<file path="src/hdl/sldc_pkg.sv">
`default_nettype none

package sldc_pkg;

  localparam logic [7:0] SYNC_FIRST  = 8'hB5;
  localparam logic [7:0] SYNC_SECOND = 8'h62;

  localparam logic [15:0] MAX_PAYLOAD_RESET = 16'd4088;

  typedef enum logic [1:0] {
    EV_DATA     = 2'd0,
    EV_GOOD     = 2'd1,
    EV_BAD      = 2'd2,
    EV_OVERSIZE = 2'd3
  } event_t;

  // One result of the parser, before it is packed onto the stream.
  typedef struct packed {
    event_t      ev;
    logic [7:0]  msg_class;
    logic [7:0]  msg_id;
    logic [15:0] payload_length;
    logic [15:0] payload_index;
    logic [7:0]  data_byte;
    logic        error_seen;
  } res_t;

  // Layout of out_tdata; the last member sits in the lowest bits.
  typedef struct packed {
    logic [6:0]  pad;
    logic        error_seen;
    logic [7:0]  data_byte;
    logic [15:0] payload_index;
    logic [15:0] payload_length;
    logic [7:0]  msg_id;
    logic [7:0]  msg_class;
  } out_data_t;

endpackage

`default_nettype wire

</file>
<file path="src/hdl/sldc_parser.sv">
`default_nettype none

module sldc_parser (
  input  wire                clk,
  input  wire                rst_n,
  input  wire                cfg_we,
  input  wire  [15:0]        cfg_data,
  input  wire                go,
  input  wire  [7:0]         byte_in,
  output logic               res_valid,
  output sldc_pkg::res_t     res
);

  typedef enum logic [3:0] {
    PH_HUNT0   = 4'd0,
    PH_HUNT1   = 4'd1,
    PH_CLASS   = 4'd2,
    PH_ID      = 4'd3,
    PH_LEN_LO  = 4'd4,
    PH_LEN_HI  = 4'd5,
    PH_PAYLOAD = 4'd6,
    PH_CK_A    = 4'd7,
    PH_CK_B    = 4'd8
  } phase_t;

  typedef struct packed {
    phase_t     ph;
    logic [7:0] cls;
    logic [7:0] id;
    logic [7:0] sf;
    logic [7:0] ss;
  } hdr_t;

  phase_t      phase_r, phase_nxt;
  logic [7:0]  cls_r, cls_nxt;
  logic [7:0]  id_r, id_nxt;
  logic [15:0] len_r, len_nxt;
  logic [15:0] cnt_r, cnt_nxt;
  logic [7:0]  sf_r, sf_nxt;
  logic [7:0]  ss_r, ss_nxt;
  logic [7:0]  ck_r, ck_nxt;
  logic        err_r, err_nxt;
  logic [15:0] max_r;

  logic [7:0]  sf_add;
  logic [7:0]  ss_add;
  logic [15:0] len_new;
  logic [15:0] cnt_inc;
  hdr_t        rs0, rs1, rs2, rs3, rs4;

  // Header-side step of the parser, used when the held header bytes are
  // pushed through again after an oversize frame. Starting from hunting,
  // four bytes never get past the length phases.
  function automatic hdr_t hdr_step(hdr_t s, logic [7:0] c);
    hdr_t t;
    logic [7:0] f;
    t = s;
    f = s.sf + c;
    case (s.ph)
      PH_HUNT1: begin
        if (c == sldc_pkg::SYNC_SECOND) begin
          t.ph = PH_CLASS;
        end else if (c != sldc_pkg::SYNC_FIRST) begin
          t.ph = PH_HUNT0;
        end
      end
      PH_CLASS: begin
        t.cls = c;
        t.sf  = c;
        t.ss  = c;
        t.ph  = PH_ID;
      end
      PH_ID: begin
        t.id = c;
        t.sf = f;
        t.ss = s.ss + f;
        t.ph = PH_LEN_LO;
      end
      default: begin
        t.ph = (c == sldc_pkg::SYNC_FIRST) ? PH_HUNT1 : PH_HUNT0;
      end
    endcase
    return t;
  endfunction

  assign sf_add  = sf_r + byte_in;
  assign ss_add  = ss_r + sf_add;
  assign len_new = {byte_in, len_r[7:0]};
  assign cnt_inc = cnt_r + 16'd1;

  assign rs0 = '{ph: PH_HUNT0, cls: cls_r, id: id_r, sf: sf_add, ss: ss_add};
  assign rs1 = hdr_step(rs0, cls_r);
  assign rs2 = hdr_step(rs1, id_r);
  assign rs3 = hdr_step(rs2, len_r[7:0]);
  assign rs4 = hdr_step(rs3, byte_in);

  always_comb begin
    phase_nxt = phase_r;
    cls_nxt   = cls_r;
    id_nxt    = id_r;
    len_nxt   = len_r;
    cnt_nxt   = cnt_r;
    sf_nxt    = sf_r;
    ss_nxt    = ss_r;
    ck_nxt    = ck_r;
    err_nxt   = err_r;
    res_valid = 1'b0;
    res.ev    = sldc_pkg::EV_DATA;
    res.payload_index = 16'd0;
    res.data_byte     = 8'd0;

    unique case (phase_r)
      PH_HUNT1: begin
        if (byte_in == sldc_pkg::SYNC_SECOND) begin
          phase_nxt = PH_CLASS;
        end else if (byte_in != sldc_pkg::SYNC_FIRST) begin
          phase_nxt = PH_HUNT0;
        end
      end
      PH_CLASS: begin
        cls_nxt   = byte_in;
        sf_nxt    = byte_in;
        ss_nxt    = byte_in;
        phase_nxt = PH_ID;
      end
      PH_ID: begin
        id_nxt    = byte_in;
        sf_nxt    = sf_add;
        ss_nxt    = ss_add;
        phase_nxt = PH_LEN_LO;
      end
      PH_LEN_LO: begin
        len_nxt   = {8'd0, byte_in};
        sf_nxt    = sf_add;
        ss_nxt    = ss_add;
        phase_nxt = PH_LEN_HI;
      end
      PH_LEN_HI: begin
        len_nxt = len_new;
        cnt_nxt = 16'd0;
        if (len_new > max_r) begin
          // Oversize: report, then rescan the held header bytes for a sync pair.
          res_valid = 1'b1;
          res.ev    = sldc_pkg::EV_OVERSIZE;
          phase_nxt = rs4.ph;
          cls_nxt   = rs4.cls;
          id_nxt    = rs4.id;
          sf_nxt    = rs4.sf;
          ss_nxt    = rs4.ss;
        end else begin
          sf_nxt    = sf_add;
          ss_nxt    = ss_add;
          phase_nxt = (len_new == 16'd0) ? PH_CK_A : PH_PAYLOAD;
        end
      end
      PH_PAYLOAD: begin
        sf_nxt    = sf_add;
        ss_nxt    = ss_add;
        cnt_nxt   = cnt_inc;
        res_valid = 1'b1;
        res.payload_index = cnt_r;
        res.data_byte     = byte_in;
        if (cnt_inc >= len_r) begin
          phase_nxt = PH_CK_A;
        end
      end
      PH_CK_A: begin
        ck_nxt    = byte_in;
        phase_nxt = PH_CK_B;
      end
      PH_CK_B: begin
        phase_nxt = PH_HUNT0;
        res_valid = 1'b1;
        if (ck_r == sf_r && byte_in == ss_r) begin
          res.ev = sldc_pkg::EV_GOOD;
        end else begin
          res.ev  = sldc_pkg::EV_BAD;
          err_nxt = 1'b1;
        end
      end
      default: begin
        phase_nxt = (byte_in == sldc_pkg::SYNC_FIRST) ? PH_HUNT1 : PH_HUNT0;
      end
    endcase

    res.msg_class      = cls_r;
    res.msg_id         = id_r;
    res.payload_length = len_nxt;
    res.error_seen     = err_nxt;
  end

  always_ff @(posedge clk) begin
    if (!rst_n) begin
      phase_r <= PH_HUNT0;
      cls_r   <= 8'd0;
      id_r    <= 8'd0;
      len_r   <= 16'd0;
      cnt_r   <= 16'd0;
      sf_r    <= 8'd0;
      ss_r    <= 8'd0;
      ck_r    <= 8'd0;
      err_r   <= 1'b0;
      max_r   <= sldc_pkg::MAX_PAYLOAD_RESET;
    end else begin
      if (cfg_we) begin
        max_r <= cfg_data;
      end
      if (go) begin
        phase_r <= phase_nxt;
        cls_r   <= cls_nxt;
        id_r    <= id_nxt;
        len_r   <= len_nxt;
        cnt_r   <= cnt_nxt;
        sf_r    <= sf_nxt;
        ss_r    <= ss_nxt;
        ck_r    <= ck_nxt;
        err_r   <= err_nxt;
      end
    end
  end

endmodule

`default_nettype wire

</file>
<file path="src/hdl/sync_length_checksum_deframer_core.sv">
`default_nettype none

// Channel   Direction  Ports                          Content
// in        slave      in_tvalid in_tready in_tdata   one received byte
// out       master     out_tvalid out_tready          frame events and payload bytes
//                      out_tdata out_tuser
// cfg       slave      cfg_valid cfg_ready cfg_data   max_payload register
//
// One byte is taken per cycle while the result register is free or being taken;
// a result passes the input register, then the parser and the result register.
// Reset clears the parser state and loads max_payload with 4088.
// While out_tready is low the result register holds; the input register
// still takes one byte, then in_tready drops until the result is taken.

module sync_length_checksum_deframer_core (
  input  wire         clk,
  input  wire         rst_n,
  input  wire         in_tvalid,
  output logic        in_tready,
  input  wire  [7:0]  in_tdata,    // [7:0] byte_in
  output logic        out_tvalid,
  input  wire         out_tready,
  output logic [63:0] out_tdata,   // [7:0] msg_class, [15:8] msg_id,
                                   // [31:16] payload_length, [47:32] payload_index,
                                   // [55:48] data_byte, [56] error_seen, rest zero
  output logic [1:0]  out_tuser,   // [1:0] event_res
  input  wire         cfg_valid,
  output logic        cfg_ready,
  input  wire  [15:0] cfg_data     // [15:0] max_payload
);

  logic           in_v_r;
  logic [7:0]     in_byte_r;
  logic           out_v_r;
  sldc_pkg::res_t out_res_r;
  logic           slot_free;
  logic           go;
  logic           res_valid;
  sldc_pkg::res_t res;

  assign slot_free = !out_v_r || out_tready;
  assign go        = in_v_r && slot_free;
  assign in_tready = !in_v_r || slot_free;
  assign cfg_ready = 1'b1;

  sldc_parser u_parser (
    .clk       (clk),
    .rst_n     (rst_n),
    .cfg_we    (cfg_valid),
    .cfg_data  (cfg_data),
    .go        (go),
    .byte_in   (in_byte_r),
    .res_valid (res_valid),
    .res       (res)
  );

  always_ff @(posedge clk) begin
    if (!rst_n) begin
      in_v_r  <= 1'b0;
      out_v_r <= 1'b0;
    end else begin
      if (in_tready) begin
        in_v_r <= in_tvalid;
      end
      if (slot_free) begin
        out_v_r <= go && res_valid;
      end
    end
  end

  always_ff @(posedge clk) begin
    if (in_tready) begin
      in_byte_r <= in_tdata;
    end
    if (slot_free) begin
      out_res_r <= res;
    end
  end

  assign out_tvalid = out_v_r;
  assign out_tuser  = out_res_r.ev;
  assign out_tdata  = sldc_pkg::out_data_t'{
    pad:            7'd0,
    error_seen:     out_res_r.error_seen,
    data_byte:      out_res_r.data_byte,
    payload_index:  out_res_r.payload_index,
    payload_length: out_res_r.payload_length,
    msg_id:         out_res_r.msg_id,
    msg_class:      out_res_r.msg_class
  };

endmodule

`default_nettype wire

</file>
<file path="config.mk">
export PLATFORM = sky130hd
export DESIGN_NAME = sync_length_checksum_deframer_core
export DESIGN_NICKNAME = d
export VERILOG_FILES = /design/src/hdl/sldc_pkg.sv /design/src/hdl/sldc_parser.sv /design/src/hdl/sync_length_checksum_deframer_core.sv
export SDC_FILE = /design/constraint.sdc
export NUM_CORES = 1
export LEC_CHECK = 0
export BUFFER_PORTS_ARGS = -buffer_cell sky130_fd_sc_hd__buf_2
export CAP_MARGIN = 20
export CORE_MARGIN = 3
export CORE_UTILIZATION = 55
export DETAILED_ROUTE_END_ITERATION = 7
export HOLD_SLACK_MARGIN = 0.1
export PLACE_DENSITY = 0.75
export SETUP_SLACK_MARGIN = 0.1
export SYNTH_ARGS = -nofsm -noshare
export SYNTH_HDL_FRONTEND = slang
export SYNTH_HIERARCHICAL = 1
export SYNTH_SLANG_ARGS = --single-unit
export TNS_END_PERCENT = 50
</file>
<file path="constraint.sdc">
create_clock -name clk -period 4.8 [get_ports clk]
set_clock_uncertainty 0.1 [all_clocks]
set_input_delay 0 -clock clk [delete_from_list [all_inputs] [get_ports clk]]
set_output_delay 0 -clock clk [all_outputs]
set_load 0.02 [all_outputs]
</file>
# Word level (Yosys, flattened, before mapping)
# Index checks and enable logic that the tools add are counted.
# word_totals
regBits,162
# classes
add_sub_neg,9
reduce_logical,20
eq_ne,34
n_lt_le_gt_ge,2
mux,44
# ops
cell,count
16-bit case mux with 2 select lines,5
8-bit 2-to-1 mux,9
8-bit adder,8
8-bit case mux with 3 select lines,2
4-bit 2-to-1 mux,10
4-bit case mux with 3 select lines,3
"4-bit by 2-bit == test with 1-bit output, second input constant",8
"8-bit == test, second input constant",4
4-bit case mux with 8 select lines,1
8-bit case mux with 2 select lines,2
"8-bit by 7-bit == test with 1-bit output, second input constant",3
"8-bit inequality test, second input constant",3
"16-bit by 1-bit adder with 16-bit output, second input constant",1
"4-bit by 1-bit == test with 1-bit output, second input constant",4
"4-bit by 3-bit == test with 1-bit output, second input constant",4
8-bit == test,2
16-bit greater-or-equal comparator,1
16-bit > comparator,1
16-bit logical NOT,1
1-bit 2-to-1 mux,8
4-bit AND reduction,2
2-bit AND reduction,3
2-bit nonzero test,3
"4-bit == test, second input constant",1
14 further kinds,20

# Logic depth before layout (Yosys ltp)
# Gate-level depths: netlist (run 1).
# depth
ltp_word,13
mapped_depth,22
depth_no_buf,20

# Modules after synthesis
# The synthesis (run 1) kept the hierarchy.
# modules_own_cells
module,area_each_um2,instances,seq_area_each_um2,cells_each
sldc_parser,7297.0,1,1861.8,950
sync_length_checksum_deframer_core,2180.8,1,2052.0,86

# Worst setup path before layout (run 1)
# Ideal clock, no wire load.
# synth_path
path_kind,register to register
startpoint,reg u_parser.id_r[3]
endpoint,reg u_parser.ss_r[7]
required_ns,4.578
t_arrival_ns,3.960
setup_time_ns,0.122
path_buffers,3
path_stages_with_launch,21
period_less_slack_ns,4.182
slack_ns,0.618
path_cell_list,dfxtp_1 > and4b_1 > nand4_1 > clkbuf_1 > clkbuf_1 > clkbuf_1 > nand2_1 > nand2_1 > ha_1 > inv_1 > fa_1 > nor2b_1 > o31a_1 > o21ai_0 > a21boi_0 > nor2_1 > ha_1 > o41a_1 > xnor2_1 > a21oi_1 > o311a_1
# synth_via
elab_chain_cells,11
elab_cells_between_ends,26
cone_classes,6 x add/sub; 8 x eq/ne; 12 x mux
# synth_lines
item,line_no,rtl
start: declaration,sldc_parser.sv:36,"logic [7:0] id_r, id_nxt;"
start signal: assignment,sldc_parser.sv:211,id_r <= id_nxt;
branches (longest 8 deep; another with 8-bit adder),-,
16-bit case mux with 2 select lines *,sldc_parser.sv:59,case (s.ph)
8-bit 2-to-1 mux *,sldc_parser.sv:141,if (len_new > max_r) begin
8-bit case mux with 3 select lines *,sldc_parser.sv:112,unique case (phase_r)
end signal: assignment,sldc_parser.sv:215,ss_r <= ss_nxt;
end: declaration,sldc_parser.sv:40,"logic [7:0] ss_r, ss_nxt;"
# Every way passes the cells marked *.
# A chain may end at the register's enable or synchronous reset.

# Final worst setup path (run 1)
# layout_path
startpoint,reg in_byte_r[0]
endpoint,reg u_parser.ss_r[7]
# layout_via
elab_chain_cells,10
elab_cells_between_ends,14
cone_classes,8 x add/sub; 1 x order compare; 5 x mux
# layout_lines
item,line_no,rtl
start: declaration,sync_length_checksum_deframer_core.sv:33,logic [7:0] in_byte_r;
start signal: assignment,sync_length_checksum_deframer_core.sv:73,in_byte_r <= in_tdata;
8-bit adder,sldc_parser.sv:86,assign sf_add = sf_r + byte_in;
8-bit adder (on tied branches),"sldc_parser.sv:87, sldc_parser.sv:58",
8-bit adder / 16-bit case mux with 2 select lines (equally long branches),"sldc_parser.sv:76, sldc_parser.sv:59",
16-bit case mux with 2 select lines / 8-bit adder (equally long branches),"sldc_parser.sv:59, sldc_parser.sv:58",
8-bit adder / 16-bit case mux with 2 select lines (equally long branches),"sldc_parser.sv:76, sldc_parser.sv:59",
16-bit case mux with 2 select lines / 8-bit adder (equally long branches),"sldc_parser.sv:59, sldc_parser.sv:58",
8-bit adder,sldc_parser.sv:76,t.ss = s.ss + f;
16-bit case mux with 2 select lines,sldc_parser.sv:59,
8-bit 2-to-1 mux,sldc_parser.sv:141,
8-bit case mux with 3 select lines *,sldc_parser.sv:112,
# Mark *: on every way between the ends. The rest lies on a longest branch, timed or not.

==> flow_summary.yaml, run 1 <==
outcome:
  status: "finished, final reports clean"
logic_synthesis:
  synth_area_per_cell_um2: 9.148
  synth-seq-cells: 162
  yosysWarnings: 6
  post_synth_instance_area_um2: 9478
  synth_edf_count: 67
  seq_area_frac_synth_pct: 41.29
  ys.flop_type: "dfxtp_1"
  ys_async_sr_fraction_pct: 0
  syn_inst: 1036
  synth.distinct_cells: 79
floorplan:
  rows: 47
  die_h_um: 137.3
  num_io_pins: 98
  fp.coreArea_um2: 16700
  die_x_um: 137.3
  initial_core_util_pct: 56.75
  die-area_um2: 18840
timing:
  setup_viol: 0
  tns_ps: 0
  clock.fmax_mhz: 230.2
  rsz0062_at_grt: "false"
  fin_crit_sh_pct: 90.49
  period_needed_ps: 4343
  whs_ps: 189.0
  hold_violations: 0
  worst_pin_slew_ps: 871.6
  drv_slew: 0
  slew_headroom_pct: 41.68
grt:
  grt_use_total_pct: 27.26
  grt_pass1_vias: 7507
  grt-ovfl-total: 0
  grt_antenna_before_repair: 0
  grt_pass1_wl_um: 39980
  grt_max_degree: 61
power_and_ir_drop:
  p_switching_uw: 961.9
  p_per_area_nw_per_um2: 308.2
  p_seq_share_pct: 42.9
  intPower_uw: 2497
  peakVddDrop_mv: 0.2525
  clockPowerShare_pct: 39.0
  combPwrFrac_pct: 18.1
  swShare_pct: 27.81
  p_leak_uw: 0.004955
clocking:
  clk_pin_slew_ps: 70
  cts_tree: "yes"
  cts_inserted_buffers: 17
  h-tree-depth: 4
  clkLatencyLatePin_ps: 430
  clockRootBuffer: "clkbuf_16"
  cts.sinks: 162
  cts_setup_buffers: 0
  ctsLongestPathBuffers: 2
final_layout:
  nets: 1245
  layout_common_cells: "nand2_1, nor2_1, dfxtp_1"
  fillers: 1287
  syn2layout_area_growth_pct: 18.40
  post-route-util_pct: 67.19
  drive_above_1_share_pct: 13.66
  num_antenna_cells: 0
worst_setup_path:
  cp_max_fo: 5
  crit_chain: "ha_1 > fa_1 > a21o_1 > a21oi_1 > xnor2_2 > nand2_1 > o21ai_0 > ha_1 > o21a_1 > o31a_1 > o21ai_0 > nor3b_1 > nor2_1 > ha_1 > o41a_1 > xnor2_1 > a21oi_1 > o311a_1"
  cp.arrival_ps: 4560
  crit_family: "compound AO/OA/AOI/OAI gates"
  worst_path_largest_cell_delay_ps: 420
  path_common_cell: "ha_1"
  crit_slowest_cell: "fa_1"
  critPathRequiredTime_ps: 5020
  start_kind: "register"
  crit_path_start: "in_byte_r[0]"
  critPathBufInv: 0
  worstSetupPathType: "register to register"
  timing.rr.start: "in_byte_r[0]"
  endpoint_kind: "register"
min_path:
  hold_class: "input pin to register"
  hp-start: "in_tdata[5]"
route:
  antenna_left: 0
  drtPass1Iterations: 5
  vias: 8264
  viasPerCell: 5.971
  wl_per_cell_um: 18.25
  drt_iter0_drc: 898
  wl_um: 25260
  drcViolationCount: 0
placement:
  gp_congestion: 0.9832
  hpwl_um: 16670
  io_buffer_count: 89
job:
  maxCapViolCount: 0
==> final cells by class <==
type                    count  area [um2]  share of cell area [%]
multi-input cells         752        5099                   45.43
flip-flops and latches    162        3914                   34.88
repair buffers            163        1146                   10.21
clock buffers              18       429.2                   3.824
well taps                 220       275.3                   2.453
inverters                  55       206.4                   1.840
clock inverters            14       152.6                   1.360
==> layer usage <==
metal | vias to the layer above | global-route usage (%) | wire (um)
met2 | 382 | 42.29 | 11410
met1 | 3851 | 37.77 | 11030
met4 | 0 | 11.20 | 896
li1 | 3955 | - | -
met3 | 76 | 4.858 | 1925
met5 | - | 0 | 0
==> timing repair <==
action	CTS	global route
setup endpoints to repair	0	1
endpoints found under the hold margin	52	0
hold buffers	53	0
gates resized for setup	0	1
==> cells in the mapped netlist, drive strengths merged (4+ instances only) <==
master	instances	area (um2)
nand2	99	374.1
nor2	98	367.9
dfxtp	95	1902
edfxtp	67	2012
ha	61	763.2
o21ai	57	289.0
clkbuf	55	206.5
inv	55	206.4
a21oi	53	276.5
nand3	34	170.2
mux2i	33	330.3
and2	28	175.2
xnor2	27	236.5
xor2	26	227.7
o211ai	19	142.6
buf	18	112.6
a31oi	15	93.84
a22oi	13	97.59
a311oi	13	113.9
a211oi	9	82.58
nand4	9	56.30
nor2b	9	56.30
nor4	9	56.30
a22o	8	70.07
nand2b	8	52.55
nor3	8	40.04
a21boi	7	56.31
and3	7	43.79
a21o	6	45.04
nor4b	6	58.80
o21a	6	45.04
nand3b	5	50.05
o211a	5	50.05
or4	5	41.29
and4	4	35.03
fa	4	80.08
nor3b	4	30.03
o2111ai	4	35.03
o221ai	4	35.03
o22ai	4	25.02
or3	4	25.02
==> metrics by stage <==
stage	cell area [um2]	total power [uW]	worst slack (ps)	instances
floorplan	9500	1943	618.1	1042
global placement	10090	2070	548.2	1297
detailed placement	10090	2080	458.5	1297
CTS	11200	3449	442.4	1382
global route	11220	3602	101.6	1384
finish	11220	3459	456.5	1384
==> registers in the layout, indices dropped and copies added (netlist names) <==
name / flops
u_parser/id_r: 8
u_parser/max_r: 16
u_parser/cls_r: 8
u_parser/phase_r: 4
u_parser/len_r: 16
u_parser/cnt_r: 16
in_byte_r: 8
u_parser/ck_r: 8
u_parser/err_r: 1
out_tuser: 2
u_parser/sf_r: 8
u_parser/ss_r: 8
out_tdata: 57
out_tvalid: 1
in_v_r: 1
==> kinds of logic after synthesis <==
family	share of synthesized area, %
XOR/XNOR	4.898
flip-flops	41.29
AND/OR/NAND/NOR	18.49
buffers and inverters	5.544
multiplexers	3.485
other	0.07924
AO/OA/AOI/OAI	17.31
adder cells (fa/ha/maj)	8.898
==> power by group through the flow <==
stage	clock network, uW	registers, uW	logic [uW]
floorplan	0	1510	432
global placement	0	1510	558
detailed placement	0	1510	566
CTS	1360	1480	608
global route	1430	1490	690
finish	1350	1480	625
==> final timing paths <==
path / slack (ps) / cells after the start / to
setup / recovery: 460 / 18 / u_parser/ss_r[7]
hold / removal: 190 / 2 / in_byte_r[5]
setup reg to reg: 460 / 18 / u_parser/ss_r[7]
hold reg to reg: 360 / 0 / out_tdata[4]
Note: power is estimated with default switching activity, not from simulation.
==> run 2, diff against run 1 <==
--- a/config.mk
+++ b/config.mk
@@ -12,6 +12,7 @@
 export DETAILED_ROUTE_END_ITERATION = 7
 export HOLD_SLACK_MARGIN = 0.1
 export PLACE_DENSITY = 0.75
+export RECOVER_POWER = 25
 export SETUP_SLACK_MARGIN = 0.1
 export SYNTH_ARGS = -nofsm -noshare
 export SYNTH_HDL_FRONTEND = slang
==> flow_summary.yaml, run 2 (synthesized netlist as in run 1, its figures left out) <==
outcome:
  status: "finished, final reports clean"
clocking:
  cts_tree: "yes"
  h-tree-depth: 4
  clkLatencyLatePin_ps: 430
  ctsLongestPathBuffers: 2
  clockRootBuffer: "clkbuf_16"
  clk_pin_slew_ps: 70
  cts.sinks: 162
  cts_inserted_buffers: 17
timing:
  drv_slew: 0
  fin_crit_sh_pct: 90.81
  hold_violations: 0
  period_needed_ps: 4359
  rsz0062_at_grt: "false"
  tns_ps: 0
  clock.fmax_mhz: 229.4
  worst_pin_slew_ps: 868.8
  slew_headroom_pct: 41.86
  fin_ws_ps: 441.1
  setup_viol: 0
  whs_ps: 192.5
placement:
  io_buffer_count: 89
  hpwl_um: 16670
  gp_congestion: 0.9832
  place_ws_ps: 458.5
route:
  antenna_left: 0
  drcViolationCount: 0
  wl_per_cell_um: 18.27
  drt_iter0_drc: 905
  drtPass1Iterations: 5
  vias: 8265
  viasPerCell: 5.972
  wl_um: 25280
job:
  maxCapViolCount: 0
power_and_ir_drop:
  p_leak_uw: 0.004752
  p_per_area_nw_per_um2: 309.6
  peakVddDrop_mv: 0.2495
final_layout:
  syn2layout_area_growth_pct: 17.74
  nets: 1245
  drive_above_1_share_pct: 10.14
  num_antenna_cells: 0
  layout_common_cells: "nand2_1, nor2_1, dfxtp_1"
  largest_register_ffs: 57
grt:
  grt_pass1_wl_um: 39980
  grt-ovfl-total: 0
  grt_max_degree: 61
  grt_pass1_vias: 7507
  grt_antenna_before_repair: 0
  grt_use_total_pct: 27.26
worst_setup_path:
  crit_chain: "ha_1 > fa_1 > xor2_1 > ha_1 > nor2b_1 > o21ai_0 > a21oi_1 > o21ai_0 > nor3b_1 > o31ai_1 > ha_1 > o41a_1 > xnor2_1 > a21oi_1 > o311a_1"
  r2r_setup_slack_ps: 440
  worst_path_largest_cell_delay_ps: 420
  timing.rr.start: "in_byte_r[0]"
  start_kind: "register"
  crit_slowest_cell: "fa_1"
  critPathRequiredTime_ps: 5010
  worstSetupPathType: "register to register"
  endpoint_kind: "register"
  cp.arrival_ps: 4570
  path_common_cell: "ha_1"
  ff2ff_path_depth: 15
  cp_max_fo: 4
  timing.rr.end: "u_parser/ss_r[7]"
floorplan:
  num_io_pins: 98
  die_h_um: 137.3
  rows: 47
  fp.coreArea_um2: 16700
  die-area_um2: 18840
  die_x_um: 137.3
  initial_core_util_pct: 56.75
min_path:
  holdPathEnd: "in_byte_r[5]"
  hold_path_depth: 2
  hold_class: "input pin to register"
  hp-start: "in_tdata[5]"
## run 2: how the worst max path moves through the flow
stage	from	to	slack [ps]	cells past startpoint
2_1_floorplan	u_parser/id_r[3]	u_parser/ss_r[7]	620	20
3_3_place_gp	in_byte_r[0]	u_parser/ss_r[7]	550	18
3_5_place_dp	in_byte_r[0]	u_parser/ss_r[7]	460	18
4_1_cts	in_byte_r[0]	u_parser/ss_r[7]	440	18
5_1_grt	in_byte_r[0]	u_parser/ss_r[7]	100	20
6_report	in_byte_r[0]	u_parser/ss_r[7]	440	15
## run 2: worst max-delay path, delay by kind of cell, from the launching register on
family,cells,cell delay (ps)
compound gates,7,1500
fa+ha+maj,4,1250
xor+xnor,2,540
simple gates,2,460
flops,1,390
## run 2: routing by layer
layer | up-vias | global-route usage [%] | wire [um]
met5 | - | 0 | 0
met4 | 0 | 11.20 | 860
met3 | 70 | 4.858 | 2009
met2 | 380 | 42.29 | 11360
met1 | 3859 | 37.77 | 11050
li1 | 3956 | - | -
## run 2: power by group
part	leakage (uW)	total, uW	switching (uW)	internal, uW
registers	0.00158	1480	29.6	1450
logic	0.00288	624	358	266
clock network	0.000287	1350	571	775
## run 2: stage by stage
stage	total power (uW)	std cells	area (um2)	util (%)
2_1_floorplan	1943	1042	9500	-
6_report	3455	1384	11160	66.82
5_1_grt	3601	1384	11160	66.82
3_3_place_gp	2070	1297	10090	60.40
4_1_cts	3449	1382	11200	67.06
3_5_place_dp	2080	1297	10090	60.40
## run 2: area by class of cell
type,instances,area (um2)
fill,1306,5542
multi-input combinational,752,5086
sequential,162,3914
timing repair buffer,163,1096
clock buffer,18,429.2
tap,220,275.3
inverter,55,206.4
clock inverter,14,152.6
## run 2: repair_timing
item / in CTS / in global routing
endpoints found under the hold margin: 52 / 0
buffers inserted: 0 / 0
gates resized for setup: 0 / 1
hold buffers: 53 / 0
setup endpoints to repair: 0 / 1
